File: src/sv/tpp_pkg.sv
// Shared types and constants for the turtle pen plotter raster block.
package tpp_pkg;

  localparam int GRID_SIZE_DEF = 32;
  localparam int IN_DATA_W     = 8;
  localparam int OUT_DATA_W    = 48;
  localparam int IDX_W         = 5;
  localparam int BITS_W        = 32;
  localparam int DIST_W        = 5;
  localparam int MAX_OUT_ROW   = 31;

  typedef enum logic [2:0] {
    MODE_PEN_UP   = 3'd0,
    MODE_PEN_DOWN = 3'd1,
    MODE_TURN_R   = 3'd2,
    MODE_TURN_L   = 3'd3,
    MODE_MOVE     = 3'd4,
    MODE_PRINT    = 3'd5
  } mode_t;

  typedef enum logic [1:0] {
    HEAD_COL_UP   = 2'd0,
    HEAD_ROW_UP   = 2'd1,
    HEAD_COL_DOWN = 2'd2,
    HEAD_ROW_DOWN = 2'd3
  } heading_t;

  typedef enum logic [1:0] {
    ST_IDLE,
    ST_DRAW,
    ST_PRINT
  } state_t;

endpackage

File: src/sv/tpp_cell.sv
// One bitmap row cell of the rotating row ring.
module tpp_cell
  import tpp_pkg::*;
#(
  parameter int WIDTH = GRID_SIZE_DEF
) (
  input  logic             clk,
  input  logic             rst_n,
  input  logic             shift_en,
  input  logic [WIDTH-1:0] d_in,
  output logic [WIDTH-1:0] q
);

  logic [WIDTH-1:0] row_r;
  logic [WIDTH-1:0] row_nxt;

  always_comb begin
    row_nxt = row_r;
    if (shift_en) begin
      row_nxt = d_in;
    end
  end

  always_ff @(posedge clk) begin
    if (!rst_n) begin
      row_r <= '0;
    end else begin
      row_r <= row_nxt;
    end
  end

  assign q = row_r;

endmodule

File: src/sv/turtle_pen_plotter_raster.sv
// Top level of the turtle pen plotter raster block.
//
// Usage:
//   Requests enter on the in_ stream: in_tdata carries a mode and a distance.
//   Pen up/down, turns, pen-up moves and unused modes finish in the accepting
//   cycle. A pen-down move or a print rotates the ring of GRID_SIZE row cells
//   once, one row passing the head cell per cycle unless the output stalls,
//   where the segment mask is ORed in or the row is copied to the output.
//   A print emits rows 0 through the largest drawn row (at most 31) on the
//   out_ stream, one row per shift, tlast on the final row; the first row
//   is loaded into the output register after the state register enters ST_PRINT.
//   The output register is a single stage: while it holds a row the receiver
//   has not taken, the ring stops; no row is lost or repeated.
//   in_tready is high only when no rotation is running, so a new request
//   waits until the rotation, including any output stalls, has finished.
//   Reset (rst_n low, synchronous) clears the bitmap, pen, heading, position
//   and extents, and empties the output register.
module turtle_pen_plotter_raster
  import tpp_pkg::*;
#(
  parameter int GRID_SIZE = GRID_SIZE_DEF
) (
  input  logic                  clk,
  input  logic                  rst_n,
  input  logic                  in_tvalid,
  output logic                  in_tready,
  input  logic [IN_DATA_W-1:0]  in_tdata,   // [2:0] mode, [7:3] distance
  output logic                  out_tvalid,
  input  logic                  out_tready,
  output logic [OUT_DATA_W-1:0] out_tdata,  // [4:0] row_index, [36:5] row_bits,
                                            // [41:37] col_extent, [47:42] zero
  output logic                  out_tlast
);

  localparam int RW = (GRID_SIZE > 1) ? $clog2(GRID_SIZE) : 1;
  localparam int CW = ((RW > DIST_W) ? RW : DIST_W) + 1;
  localparam logic [RW-1:0] LAST_K  = RW'(GRID_SIZE - 1);
  localparam logic [CW-1:0] EDGE_HI = CW'(GRID_SIZE - 1);
  localparam logic [CW-1:0] OUT_CAP = CW'(MAX_OUT_ROW);

  state_t   state_r, state_nxt;
  logic     pen_r, pen_nxt;
  heading_t head_r, head_nxt;
  logic [RW-1:0] pos_row_r, pos_row_nxt;
  logic [RW-1:0] pos_col_r, pos_col_nxt;
  logic [RW-1:0] max_row_r, max_row_nxt;
  logic [RW-1:0] max_col_r, max_col_nxt;
  logic [RW-1:0] k_r, k_nxt;
  logic [RW-1:0] r_lo_r, r_lo_nxt;
  logic [RW-1:0] r_hi_r, r_hi_nxt;
  logic [GRID_SIZE-1:0] mask_r, mask_nxt;

  logic                  out_valid_r, out_valid_nxt;
  logic [IDX_W-1:0]      out_idx_r, out_idx_nxt;
  logic [BITS_W-1:0]     out_bits_r, out_bits_nxt;
  logic [IDX_W-1:0]      out_ext_r, out_ext_nxt;
  logic                  out_last_r, out_last_nxt;

  logic                 accept;
  mode_t                mode;
  logic [DIST_W-1:0]    move_dist;
  logic [RW-1:0]        goal_row, goal_col;
  logic [RW-1:0]        c_lo, c_hi, mv_r_lo, mv_r_hi;
  logic [GRID_SIZE-1:0] mv_mask;

  logic                 shift_en;
  logic                 emit;
  logic                 set_en;
  logic [GRID_SIZE-1:0] rows_q [GRID_SIZE];
  logic [GRID_SIZE-1:0] feedback;
  logic [CW-1:0]        k_ext, mr_ext, mc_ext, last_row_ext;
  logic [GRID_SIZE+BITS_W-1:0] head_wide;

  assign accept    = in_tvalid & in_tready;
  assign mode      = mode_t'(in_tdata[2:0]);
  assign move_dist = in_tdata[7:3];

  // Segment end points, row range and column mask of a move.
  always_comb begin
    logic [CW-1:0] p_ext;
    logic [CW-1:0] d_ext;
    logic [CW-1:0] room;
    logic [CW-1:0] adv_up;
    logic [CW-1:0] adv_dn;
    logic [CW-1:0] c_ext;
    p_ext    = '0;
    d_ext    = CW'(move_dist);
    goal_row = pos_row_r;
    goal_col = pos_col_r;
    if (head_r == HEAD_COL_UP || head_r == HEAD_COL_DOWN) begin
      p_ext = CW'(pos_col_r);
    end else begin
      p_ext = CW'(pos_row_r);
    end
    room   = EDGE_HI - p_ext;
    adv_up = (d_ext > room) ? EDGE_HI : (p_ext + d_ext);
    adv_dn = (d_ext > p_ext) ? '0 : (p_ext - d_ext);
    case (head_r)
      HEAD_COL_UP:   goal_col = RW'(adv_up);
      HEAD_ROW_UP:   goal_row = RW'(adv_up);
      HEAD_COL_DOWN: goal_col = RW'(adv_dn);
      HEAD_ROW_DOWN: goal_row = RW'(adv_dn);
      default:       goal_row = pos_row_r;
    endcase
    mv_r_lo = (goal_row < pos_row_r) ? goal_row : pos_row_r;
    mv_r_hi = (goal_row < pos_row_r) ? pos_row_r : goal_row;
    c_lo    = (goal_col < pos_col_r) ? goal_col : pos_col_r;
    c_hi    = (goal_col < pos_col_r) ? pos_col_r : goal_col;
    for (int c = 0; c < GRID_SIZE; c++) begin
      c_ext      = CW'(c);
      mv_mask[c] = (c_ext >= CW'(c_lo)) && (c_ext <= CW'(c_hi));
    end
  end

  // Next state.
  always_comb begin
    state_nxt = state_r;
    case (state_r)
      ST_IDLE: begin
        if (accept && mode == MODE_MOVE && pen_r) begin
          state_nxt = ST_DRAW;
        end else if (accept && mode == MODE_PRINT) begin
          state_nxt = ST_PRINT;
        end
      end
      ST_DRAW, ST_PRINT: begin
        if (shift_en && k_r == LAST_K) begin
          state_nxt = ST_IDLE;
        end
      end
      default: state_nxt = ST_IDLE;
    endcase
  end

  assign k_ext        = CW'(k_r);
  assign mr_ext       = CW'(max_row_r);
  assign mc_ext       = CW'(max_col_r);
  assign last_row_ext = (mr_ext > OUT_CAP) ? OUT_CAP : mr_ext;
  assign head_wide    = (GRID_SIZE + BITS_W)'(rows_q[0]);

  // Outputs of the sequencer.
  always_comb begin
    in_tready = 1'b0;
    shift_en  = 1'b0;
    emit      = 1'b0;
    set_en    = 1'b0;
    case (state_r)
      ST_IDLE: begin
        in_tready = 1'b1;
      end
      ST_DRAW: begin
        shift_en = !out_valid_r || out_tready;
        set_en   = (k_r >= r_lo_r) && (k_r <= r_hi_r);
      end
      ST_PRINT: begin
        shift_en = !out_valid_r || out_tready;
        emit     = shift_en && (k_ext <= last_row_ext);
      end
      default: in_tready = 1'b0;
    endcase
  end

  assign feedback = rows_q[0] | (set_en ? mask_r : '0);

  genvar gi;
  generate
    for (gi = 0; gi < GRID_SIZE; gi++) begin : g_ring
      if (gi == GRID_SIZE - 1) begin : g_tail
        tpp_cell #(.WIDTH(GRID_SIZE)) u_cell (
          .clk      (clk),
          .rst_n    (rst_n),
          .shift_en (shift_en),
          .d_in     (feedback),
          .q        (rows_q[gi])
        );
      end else begin : g_body
        tpp_cell #(.WIDTH(GRID_SIZE)) u_cell (
          .clk      (clk),
          .rst_n    (rst_n),
          .shift_en (shift_en),
          .d_in     (rows_q[gi+1]),
          .q        (rows_q[gi])
        );
      end
    end
  endgenerate

  // Turtle state and ring step counter.
  always_comb begin
    pen_nxt     = pen_r;
    head_nxt    = head_r;
    pos_row_nxt = pos_row_r;
    pos_col_nxt = pos_col_r;
    max_row_nxt = max_row_r;
    max_col_nxt = max_col_r;
    r_lo_nxt    = r_lo_r;
    r_hi_nxt    = r_hi_r;
    mask_nxt    = mask_r;
    k_nxt       = k_r;
    if (accept) begin
      case (mode)
        MODE_PEN_UP:   pen_nxt  = 1'b0;
        MODE_PEN_DOWN: pen_nxt  = 1'b1;
        MODE_TURN_R:   head_nxt = heading_t'(head_r + 2'd1);
        MODE_TURN_L:   head_nxt = heading_t'(head_r + 2'd3);
        MODE_MOVE: begin
          pos_row_nxt = goal_row;
          pos_col_nxt = goal_col;
          r_lo_nxt    = mv_r_lo;
          r_hi_nxt    = mv_r_hi;
          mask_nxt    = mv_mask;
          if (pen_r) begin
            max_row_nxt = (mv_r_hi > max_row_r) ? mv_r_hi : max_row_r;
            max_col_nxt = (c_hi > max_col_r) ? c_hi : max_col_r;
          end
        end
        default: pen_nxt = pen_r;
      endcase
    end
    if (shift_en) begin
      k_nxt = (k_r == LAST_K) ? '0 : (k_r + RW'(1));
    end
  end

  // Output register.
  always_comb begin
    out_valid_nxt = out_valid_r;
    out_idx_nxt   = out_idx_r;
    out_bits_nxt  = out_bits_r;
    out_ext_nxt   = out_ext_r;
    out_last_nxt  = out_last_r;
    if (emit) begin
      out_valid_nxt = 1'b1;
      out_idx_nxt   = k_ext[IDX_W-1:0];
      out_bits_nxt  = head_wide[BITS_W-1:0];
      out_ext_nxt   = mc_ext[IDX_W-1:0];
      out_last_nxt  = (k_ext == last_row_ext);
    end else if (out_tready) begin
      out_valid_nxt = 1'b0;
    end
  end

  always_ff @(posedge clk) begin
    if (!rst_n) begin
      state_r     <= ST_IDLE;
      pen_r       <= 1'b0;
      head_r      <= HEAD_COL_UP;
      pos_row_r   <= '0;
      pos_col_r   <= '0;
      max_row_r   <= '0;
      max_col_r   <= '0;
      k_r         <= '0;
      out_valid_r <= 1'b0;
    end else begin
      state_r     <= state_nxt;
      pen_r       <= pen_nxt;
      head_r      <= head_nxt;
      pos_row_r   <= pos_row_nxt;
      pos_col_r   <= pos_col_nxt;
      max_row_r   <= max_row_nxt;
      max_col_r   <= max_col_nxt;
      k_r         <= k_nxt;
      out_valid_r <= out_valid_nxt;
    end
  end

  always_ff @(posedge clk) begin
    r_lo_r     <= r_lo_nxt;
    r_hi_r     <= r_hi_nxt;
    mask_r     <= mask_nxt;
    out_idx_r  <= out_idx_nxt;
    out_bits_r <= out_bits_nxt;
    out_ext_r  <= out_ext_nxt;
    out_last_r <= out_last_nxt;
  end

  assign out_tvalid = out_valid_r;
  assign out_tdata  = {6'b0, out_ext_r, out_bits_r, out_idx_r};
  assign out_tlast  = out_last_r;

endmodule
File: config.mk
export PLATFORM = sky130hd
export DESIGN_NAME = turtle_pen_plotter_raster
export DESIGN_NICKNAME = d
export VERILOG_FILES = /design/src/sv/tpp_pkg.sv /design/src/sv/tpp_cell.sv /design/src/sv/turtle_pen_plotter_raster.sv
export SDC_FILE = /design/constraint.sdc
export NUM_CORES = 2
export LEC_CHECK = 0
export BUFFER_PORTS_ARGS = -buffer_cell sky130_fd_sc_hd__clkbuf_2
export CORE_MARGIN = 3
export CORE_UTILIZATION = 38
export DETAILED_ROUTE_END_ITERATION = 12
export MAX_ROUTING_LAYER = met4
export PLACE_DENSITY = 0.54
export SLEW_MARGIN = 20
export SYNTH_ARGS = -nofsm -noshare
export SYNTH_HDL_FRONTEND = slang
export SYNTH_SLANG_ARGS = --single-unit
File: constraint.sdc
create_clock -name clk -period 5.3 [get_ports clk]
set_input_delay 0.53 -clock clk [delete_from_list [all_inputs] [get_ports clk]]
set_output_delay 0.53 -clock clk [all_outputs]
set_load 0.02 [all_outputs]
# --- After elaboration in Yosys (flattened, before gate mapping) ---
# Index checks and enable logic that the tools add are counted.
op_classes:
  n_addsub: 6
  mul: 0
  div_mod_pow: 0
  magnitude_cmp: 72
  n_eq_ne: 14
  shift: 0
  n_mux: 24
  n_bitwise: 2
  reduce_logical: 52
ops:
  columns: ["operator", "count"]
  rows:
  - ["less-or-equal comparator 5 bit, first input constant", 16]
  - [">= comparator 5 bit, first input constant", 15]
  - ["two-way mux 5 bit", 9]
  - [">= comparator 4 x 5 -> 1 bit, first input constant", 8]
  - ["less-or-equal comparator 4 x 5 -> 1 bit, first input constant", 8]
  - ["logical AND 1 bit", 36]
  - ["two-way mux 32 bit", 1]
  - ["bitwise OR 32 bit", 1]
  - [">= comparator 3 x 5 -> 1 bit, first input constant", 4]
  - ["less-or-equal comparator 3 x 5 -> 1 bit, first input constant", 4]
  - ["case mux 5 bit (2 select lines)", 2]
  - ["> comparator 5 x 6 -> 1 bit", 2]
  - [">= comparator 1 x 5 -> 1 bit, first input constant", 2]
  - [">= comparator 2 x 5 -> 1 bit, first input constant", 2]
  - ["> comparator 5 bit", 2]
  - ["less-or-equal comparator 2 x 5 -> 1 bit, first input constant", 2]
  - ["less-or-equal comparator 5 bit", 2]
  - ["< comparator 5 bit", 2]
  - ["case mux 2 bit (2 select lines)", 2]
  - ["AND reduction 2 bit", 4]
  - ["AND reduction 4 bit", 2]
  - ["== test 2 bit, second input constant", 3]
  - ["== test 3 x 2 -> 1 bit, second input constant", 2]
  - ["== test 3 bit, second input constant", 2]
  - ["other kinds (25)", 37]
word_totals:
  reg_bits: 1140
  latch_bits: 0
  mem_bits_rw: 0
  mem_bits_ro: 0
  input_bits: 12
  output_inout_bits: 51
  n_memories: 0

# --- Longest topological paths before layout ---
logic_depth:
  ltp_word: 11
  depth_mapped: 30
  mapped_depth_nobuf: 27

# --- Modules after synthesis ---
# From an unflattened synthesis, not the netlist that was laid out.
hier_totals:
  hier_cells: 3950
  hier_area_um2: 46613.5
by_module_without_submodules:
  columns: ["mod", "instances", "cells_each", "area_per_inst_um2", "seq_area_each_um2"]
  rows:
  - ["tpp_cell", 32, 103, 1243.7, 640.6]
  - ["turtle_pen_plotter_raster", 1, 654, 6815.3, 3173.0]

# --- Worst setup path after synthesis ---
# OpenSTA, ideal clock, no wires.
synth_path:
  path_type: "register -> register"
  from: "register head_r[0]"
  to: "register max_col_r[2]"
  arrival_time_ps: 5587
  required_ps: 5172
  slack_ps: -414
  stages_incl_launch_ff: 27
  n_path_buf: 3
  cell_sequence: "dfxtp_1 > clkbuf_1 > clkbuf_1 > o21ai_0 > ha_1 > nor2b_1 > o21a_2 > o21ai_1 > nand2_1 > o21ai_2 > mux2_2 > ha_1 > a21oi_1 > o21ai_0 > o31a_4 > buf_6 > mux2i_1 > inv_1 > ha_1 > nor2b_1 > o21a_1 > o21ai_0 > nand2b_1 > a21oi_1 > a311oi_2 > mux2i_1 > nor2_1"
synth_via:
  elab_chain_len: 11
  word_cells_on_any_way: 16
synth_lines:
  columns: ["item", "line_no", "source"]
  rows:
  - ["start, declared", "turtle_pen_plotter_raster.sv:43", "heading_t head_r, head_nxt;"]
  - ["start signal, assigned", "turtle_pen_plotter_raster.sv:257", "head_r <= head_nxt;"]
  - ["== test 2 bit / zero test 2 bit (equally long branches)", "turtle_pen_plotter_raster.sv:90, turtle_pen_plotter_raster.sv:98", null]
  - ["logical OR 1 bit", "turtle_pen_plotter_raster.sv:90", "if (head_r == HEAD_COL_UP || head_r == HEAD_COL_DOWN) begin"]
  - ["two-way mux 5 bit", "turtle_pen_plotter_raster.sv:90", null]
  - ["subtractor 5 x 6 -> 6 bit", "turtle_pen_plotter_raster.sv:95", "room = EDGE_HI - p_ext;"]
  - ["> comparator 5 x 6 -> 1 bit", "turtle_pen_plotter_raster.sv:96", "adv_up = (d_ext > room) ? EDGE_HI : (p_ext + d_ext);"]
  - ["two-way mux 5 bit", "turtle_pen_plotter_raster.sv:96", null]
  - ["case mux 5 bit (2 select lines) (*)", "turtle_pen_plotter_raster.sv:98", "case (head_r)"]
  - ["net goal_col[2]", "turtle_pen_plotter_raster.sv:62", "logic [RW-1:0] goal_row, goal_col;"]
  - ["< comparator 5 bit (*)", "turtle_pen_plotter_raster.sv:108", "c_hi = (goal_col < pos_col_r) ? pos_col_r : goal_col;"]
  - ["two-way mux 5 bit (*)", "turtle_pen_plotter_raster.sv:108", null]
  - ["net c_hi[1]", "turtle_pen_plotter_raster.sv:63", "logic [RW-1:0] c_lo, c_hi, mv_r_lo, mv_r_hi;"]
  - ["> comparator 5 bit (*)", "turtle_pen_plotter_raster.sv:214", "max_col_nxt = (c_hi > max_col_r) ? c_hi : max_col_r;"]
  - ["AND reduction 4 bit (no line) (*)", null, null]
  - ["end signal, assigned", "turtle_pen_plotter_raster.sv:261", "max_col_r <= max_col_nxt;"]
  - ["end, declared", "turtle_pen_plotter_raster.sv:47", "logic [RW-1:0] max_col_r, max_col_nxt;"]
# Mark *: on every way through the listed nets, which the timed path passes. The rest lies on a longest branch.
# A chain may end at the register's enable or synchronous reset.

# --- Worst setup path after layout ---
layout_path:
  from: "register head_r[0]"
  to: "register max_row_r[3]"
layout_via:
  elab_chain_len: 11
  word_cells_on_any_way: 18
layout_lines:
  columns: ["item", "line_no", "source"]
  rows:
  - ["== test 2 bit / zero test 2 bit (equally long branches)", "turtle_pen_plotter_raster.sv:90", null]
  - ["logical OR 1 bit", "turtle_pen_plotter_raster.sv:90", null]
  - ["two-way mux 5 bit", "turtle_pen_plotter_raster.sv:90", null]
  - ["subtractor 5 x 6 -> 6 bit", "turtle_pen_plotter_raster.sv:95", null]
  - ["> comparator 5 x 6 -> 1 bit", "turtle_pen_plotter_raster.sv:96", null]
  - ["two-way mux 5 bit", "turtle_pen_plotter_raster.sv:96", null]
  - ["case mux 5 bit (2 select lines) (*)", "turtle_pen_plotter_raster.sv:98", null]
  - ["net goal_row[1]", "turtle_pen_plotter_raster.sv:62", null]
  - ["< comparator 5 bit", "turtle_pen_plotter_raster.sv:106", "mv_r_hi = (goal_row < pos_row_r) ? pos_row_r : goal_row;"]
  - ["two-way mux 5 bit (*)", "turtle_pen_plotter_raster.sv:106", null]
  - ["> comparator 5 bit", "turtle_pen_plotter_raster.sv:213", "max_row_nxt = (mv_r_hi > max_row_r) ? mv_r_hi : max_row_r;"]
  - ["AND reduction 4 bit (no line)", null, null]
  - ["end signal, assigned", "turtle_pen_plotter_raster.sv:260", "max_row_r <= max_row_nxt;"]
  - ["end, declared", "turtle_pen_plotter_raster.sv:46", "logic [RW-1:0] max_row_r, max_row_nxt;"]
# Marks and branches as above.

==> insert_results.sql <==
INSERT INTO impl_metrics (metric_group, metric, value, unit) VALUES
('sta', 'slew_limit_fails', '0', ''),
('setup_path', 'reg2reg_to', 'max_row_r[3]', ''),
('final_layout', 'finish.net_count', '5052', ''),
('run', 'max_cap_viol_count', '0', ''),
('routing', 'first_pass_iters', '5', ''),
('yosys', 'synth-edff-count', '85', ''),
('yosys', 'cell_with_the_most_instances_after_synthesis', 'sky130_fd_sc_hd__nand2_1', ''),
('placement', 'post_dp_cell_area', '0.0457', 'mm2'),
('setup_path', 'cell_repeated_most_along_the_worst_path', 'sky130_fd_sc_hd__buf_4', ''),
('final_layout', 'multi_input_comb_area', '0.0187', 'mm2'),
('clock_network', 'clock_sinks', '1140', ''),
('yosys', 'async_flop_share', '0', '%'),
('routing', 'wl', '90.3', 'mm'),
('placement', 'portBuffers', '56', ''),
('power', 'p_per_area', '360', 'mW/mm2'),
('yosys', 'avgSynthCellArea', '8.68', 'um2'),
('yosys', 'yosys_warnings', '0', ''),
('final_layout', 'final_layout_size_suffix_gt1_share', '9.31', '%'),
('setup_path', 'slowest_delay', '360', 'ps'),
('status', 'outcome', 'completed', ''),
('setup_path', 'critical_path.reg2reg.startpoint', 'head_r[0]', ''),
('grt', 'grt.overflow.total', '0', ''),
('final_layout', 'layout.filler_cells', '11400', ''),
('yosys', 'netlist_instances', '5027', ''),
('yosys', 'synthDominantCellAreaShare', '48.4', '%'),
('routing', 'dr_drc_count', '0', ''),
('routing', 'drtAntennaViolNets', '0', ''),
('clock_network', 'cts_buffers', '118', ''),
('setup_path', 'timing.reg2reg.worst_path_depth', '25', ''),
('die', 'placementRows', '123', ''),
('sta', 'max-slew-margin-rel', '33.8', '%'),
('sta', 'clock.fmax', '201', 'MHz'),
('clock_network', 'root_buffer_selected_by_cts', 'sky130_fd_sc_hd__clkbuf_16', ''),
('routing', 'drt-initial-drc-count', '1882', ''),
('clock_network', 'cts-hold-fix-buffers', '0', ''),
('sta', 'hold_viol', '0', ''),
('clock_network', 'cts.clk_slew.worst_paths', '70', 'ps'),
('die', 'fp.coreArea', '0.113', 'mm2'),
('sta', 'setup_viol', '0', ''),
('clock_network', 'clk_path_buf_depth', '3', ''),
('final_layout', 'area.sequential', '0.0237', 'mm2'),
('sta', 'fin_hold_ws', '238', 'ps'),
('yosys', 'ys_top_cells_by_count', '2019 x sky130_fd_sc_hd__nand2_1, 1055 x sky130_fd_sc_hd__dfxtp_1, 997 x sky130_fd_sc_hd__a21boi_0', ''),
('placement', 'hpwlAfterDp', '52.3', 'mm'),
('setup_path', 'regToRegSetupSlack', '330', 'ps'),
('sta', 'min_tclk_post_route', '4970', 'ps'),
('sta', 'final.period_utilization', '93.7', '%'),
('clock_network', 'clock_latency', '720', 'ps'),
('sta', 'fin_worst_skew', '44.0', 'ps'),
('routing', 'wire_per_inst', '13.7', 'um'),
('setup_path', 'cp-endpoint', 'max_row_r[3]', ''),
('setup_path', 'arrival', '5520', 'ps'),
('die', 'io-pin-count', '63', ''),
('final_layout', 'finalInstanceArea', '0.0501', 'mm2'),
('die', 'die-height', '345', 'um'),
('grt', 'first_global_vias', '29700', ''),
('yosys', 'yosys.cell_types.count', '79', ''),
('yosys', 'synth.ff_latch_count', '1140', ''),
('setup_path', 'worst-setup-path-type', 'reg -> reg', ''),
('clock_network', 'cts_tree', 'yes', ''),
('routing', 'vias_per_cell', '4.76', ''),
('die', 'fp.dieW', '345', 'um'),
('sta', 'tightest_slew', '991', 'ps'),
('routing', 'vias', '31300', ''),
('yosys', 'netlist.top_cell.by_area', 'sky130_fd_sc_hd__dfxtp_1', ''),
('clock_network', 'htree_num_levels', '3', ''),
('setup_path', 'worstSetupStartpointType', 'flip-flop', ''),
('die', 'floorplan.initialDensity', '38.5', '%'),
('setup_path', 'timing.critical_path.from', 'head_r[0]', ''),
('placement', 'routabilityCongestion', '0.766', ''),
('hold_path', 'worstHoldPathType', 'in -> reg', '');
[cells by family (layout without fill, tap and decap cells)]
kind of cell | after synthesis | in the layout | share of synthesized area, %
other cells | 1 | 7 | 0.00859
buf+inv | 425 | 473 | 3.79
flops | 1140 | 1140 | 54.2
mux | 31 | 31 | 0.848
compound gates | 1226 | 1226 | 20.4
xor+xnor | 7 | 7 | 0.140
simple gates | 2140 | 2140 | 18.9
fa+ha+maj | 57 | 57 | 1.67
[where the power goes]
| part | switching, mW | internal, mW | leakage (nW) |
|---|---|---|---|
| Sequential | 0.0151 | 8.72 | 9.36 |
| Combinational | 0.678 | 0.436 | 5.19 |
| Clock | 3.48 | 4.70 | 1.91 |
[stage by stage]
stage / TNS (ps) / power, mW / setup WS (ps) / instances / util, %
floorplan: 0 / 9.64 / 31.7 / 5032 / -
global placement: -1970 / 9.98 / -248 / 6346 / 40.3
detailed placement: -1700 / 9.97 / -220 / 6346 / 40.3
CTS: 0 / 18.3 / 17.0 / 6567 / 43.8
global route: 0 / 18.8 / 25.0 / 6581 / 44.2
finish: 0 / 18.0 / 334 / 6581 / 44.2
[sequential cells by signal, summed over array words and instances (netlist names)]
signal / flops
pos_col_r: 5
r_hi_r: 5
r_lo_r: 5
g_ring.g_body.u_cell.q: 992
state_r: 2
max_row_r: 5
pen_r: 1
out_tvalid: 1
k_r: 5
out_idx_r: 5
pos_row_r: 5
mask_r: 32
g_ring.g_tail.u_cell.q: 32
out_bits_r: 32
head_r: 2
out_tlast: 1
out_ext_r: 5
max_col_r: 5
[routing by layer]
metal / up-vias / GRT usage [%] / wire [um]
met5: - / - / 0
met4: 0 / 4.25 / 2080
met3: 151 / 2.49 / 2590
met2: 245 / 23.9 / 39900
met1: 14600 / 21.0 / 45700
li1: 16300 / - / -
[worst min-delay path by stage]
stage,start,to,slack (ps),depth (start not counted)
after floorplan,max_col_r[4],out_ext_r[4],410,0
after detailed placement,g_ring[24].g_body.u_cell.q[14],g_ring[23].g_body.u_cell.q[14],450,2
after CTS,in_tdata[1],pen_r,170,4
after global placement,g_ring[23].g_body.u_cell.q[15],g_ring[23].g_body.u_cell.q[15],450,2
after global routing,in_tdata[1],pen_r,210,4
final,in_tdata[1],pen_r,240,4
[cell usage in the layout (no fill, tap or decap), drive strengths merged, types with 16 or more instances in the layout]
master  count
nor3       17
a21boi    997
clkbuf    238
mux2i      19
edfxtp     85
nor2b      16
dfxtp    1055
clkinv     30
nand2    2020
o21ai      62
buf       143
nor2       44
a21oi     107
a211oi     16
inv        59
ha         55
[area by class of cell]
class | count | share of cell area [%]
antenna | 1 | 0.00500
clock buffer | 182 | 7.07
clock inverter | 35 | 0.727
inverter | 57 | 0.432
multi-input combinational | 3467 | 37.4
sequential | 1140 | 47.3
tap | 1500 | 3.75
timing repair buffer | 199 | 3.30
[worst max-delay path, delay by kind of cell, from the launching register on]
| kind | cells | cell delay [ps] |
|---|---|---|
| AOI/OAI and AO/OA | 9 | 1690 |
| buffers and inverters | 6 | 890 |
| muxes | 3 | 760 |
| adders and majority gates | 3 | 650 |
| and+or+nand+nor | 4 | 470 |
| DFF | 1 | 360 |
[what timing repair did]
action	in CTS	in global routing
resized for setup	10	55
gates cloned	0	1
buffers inserted	4	12
pin swaps	3	18
setup endpoints to repair	10	14
Power figures use the tool's default switching activity.
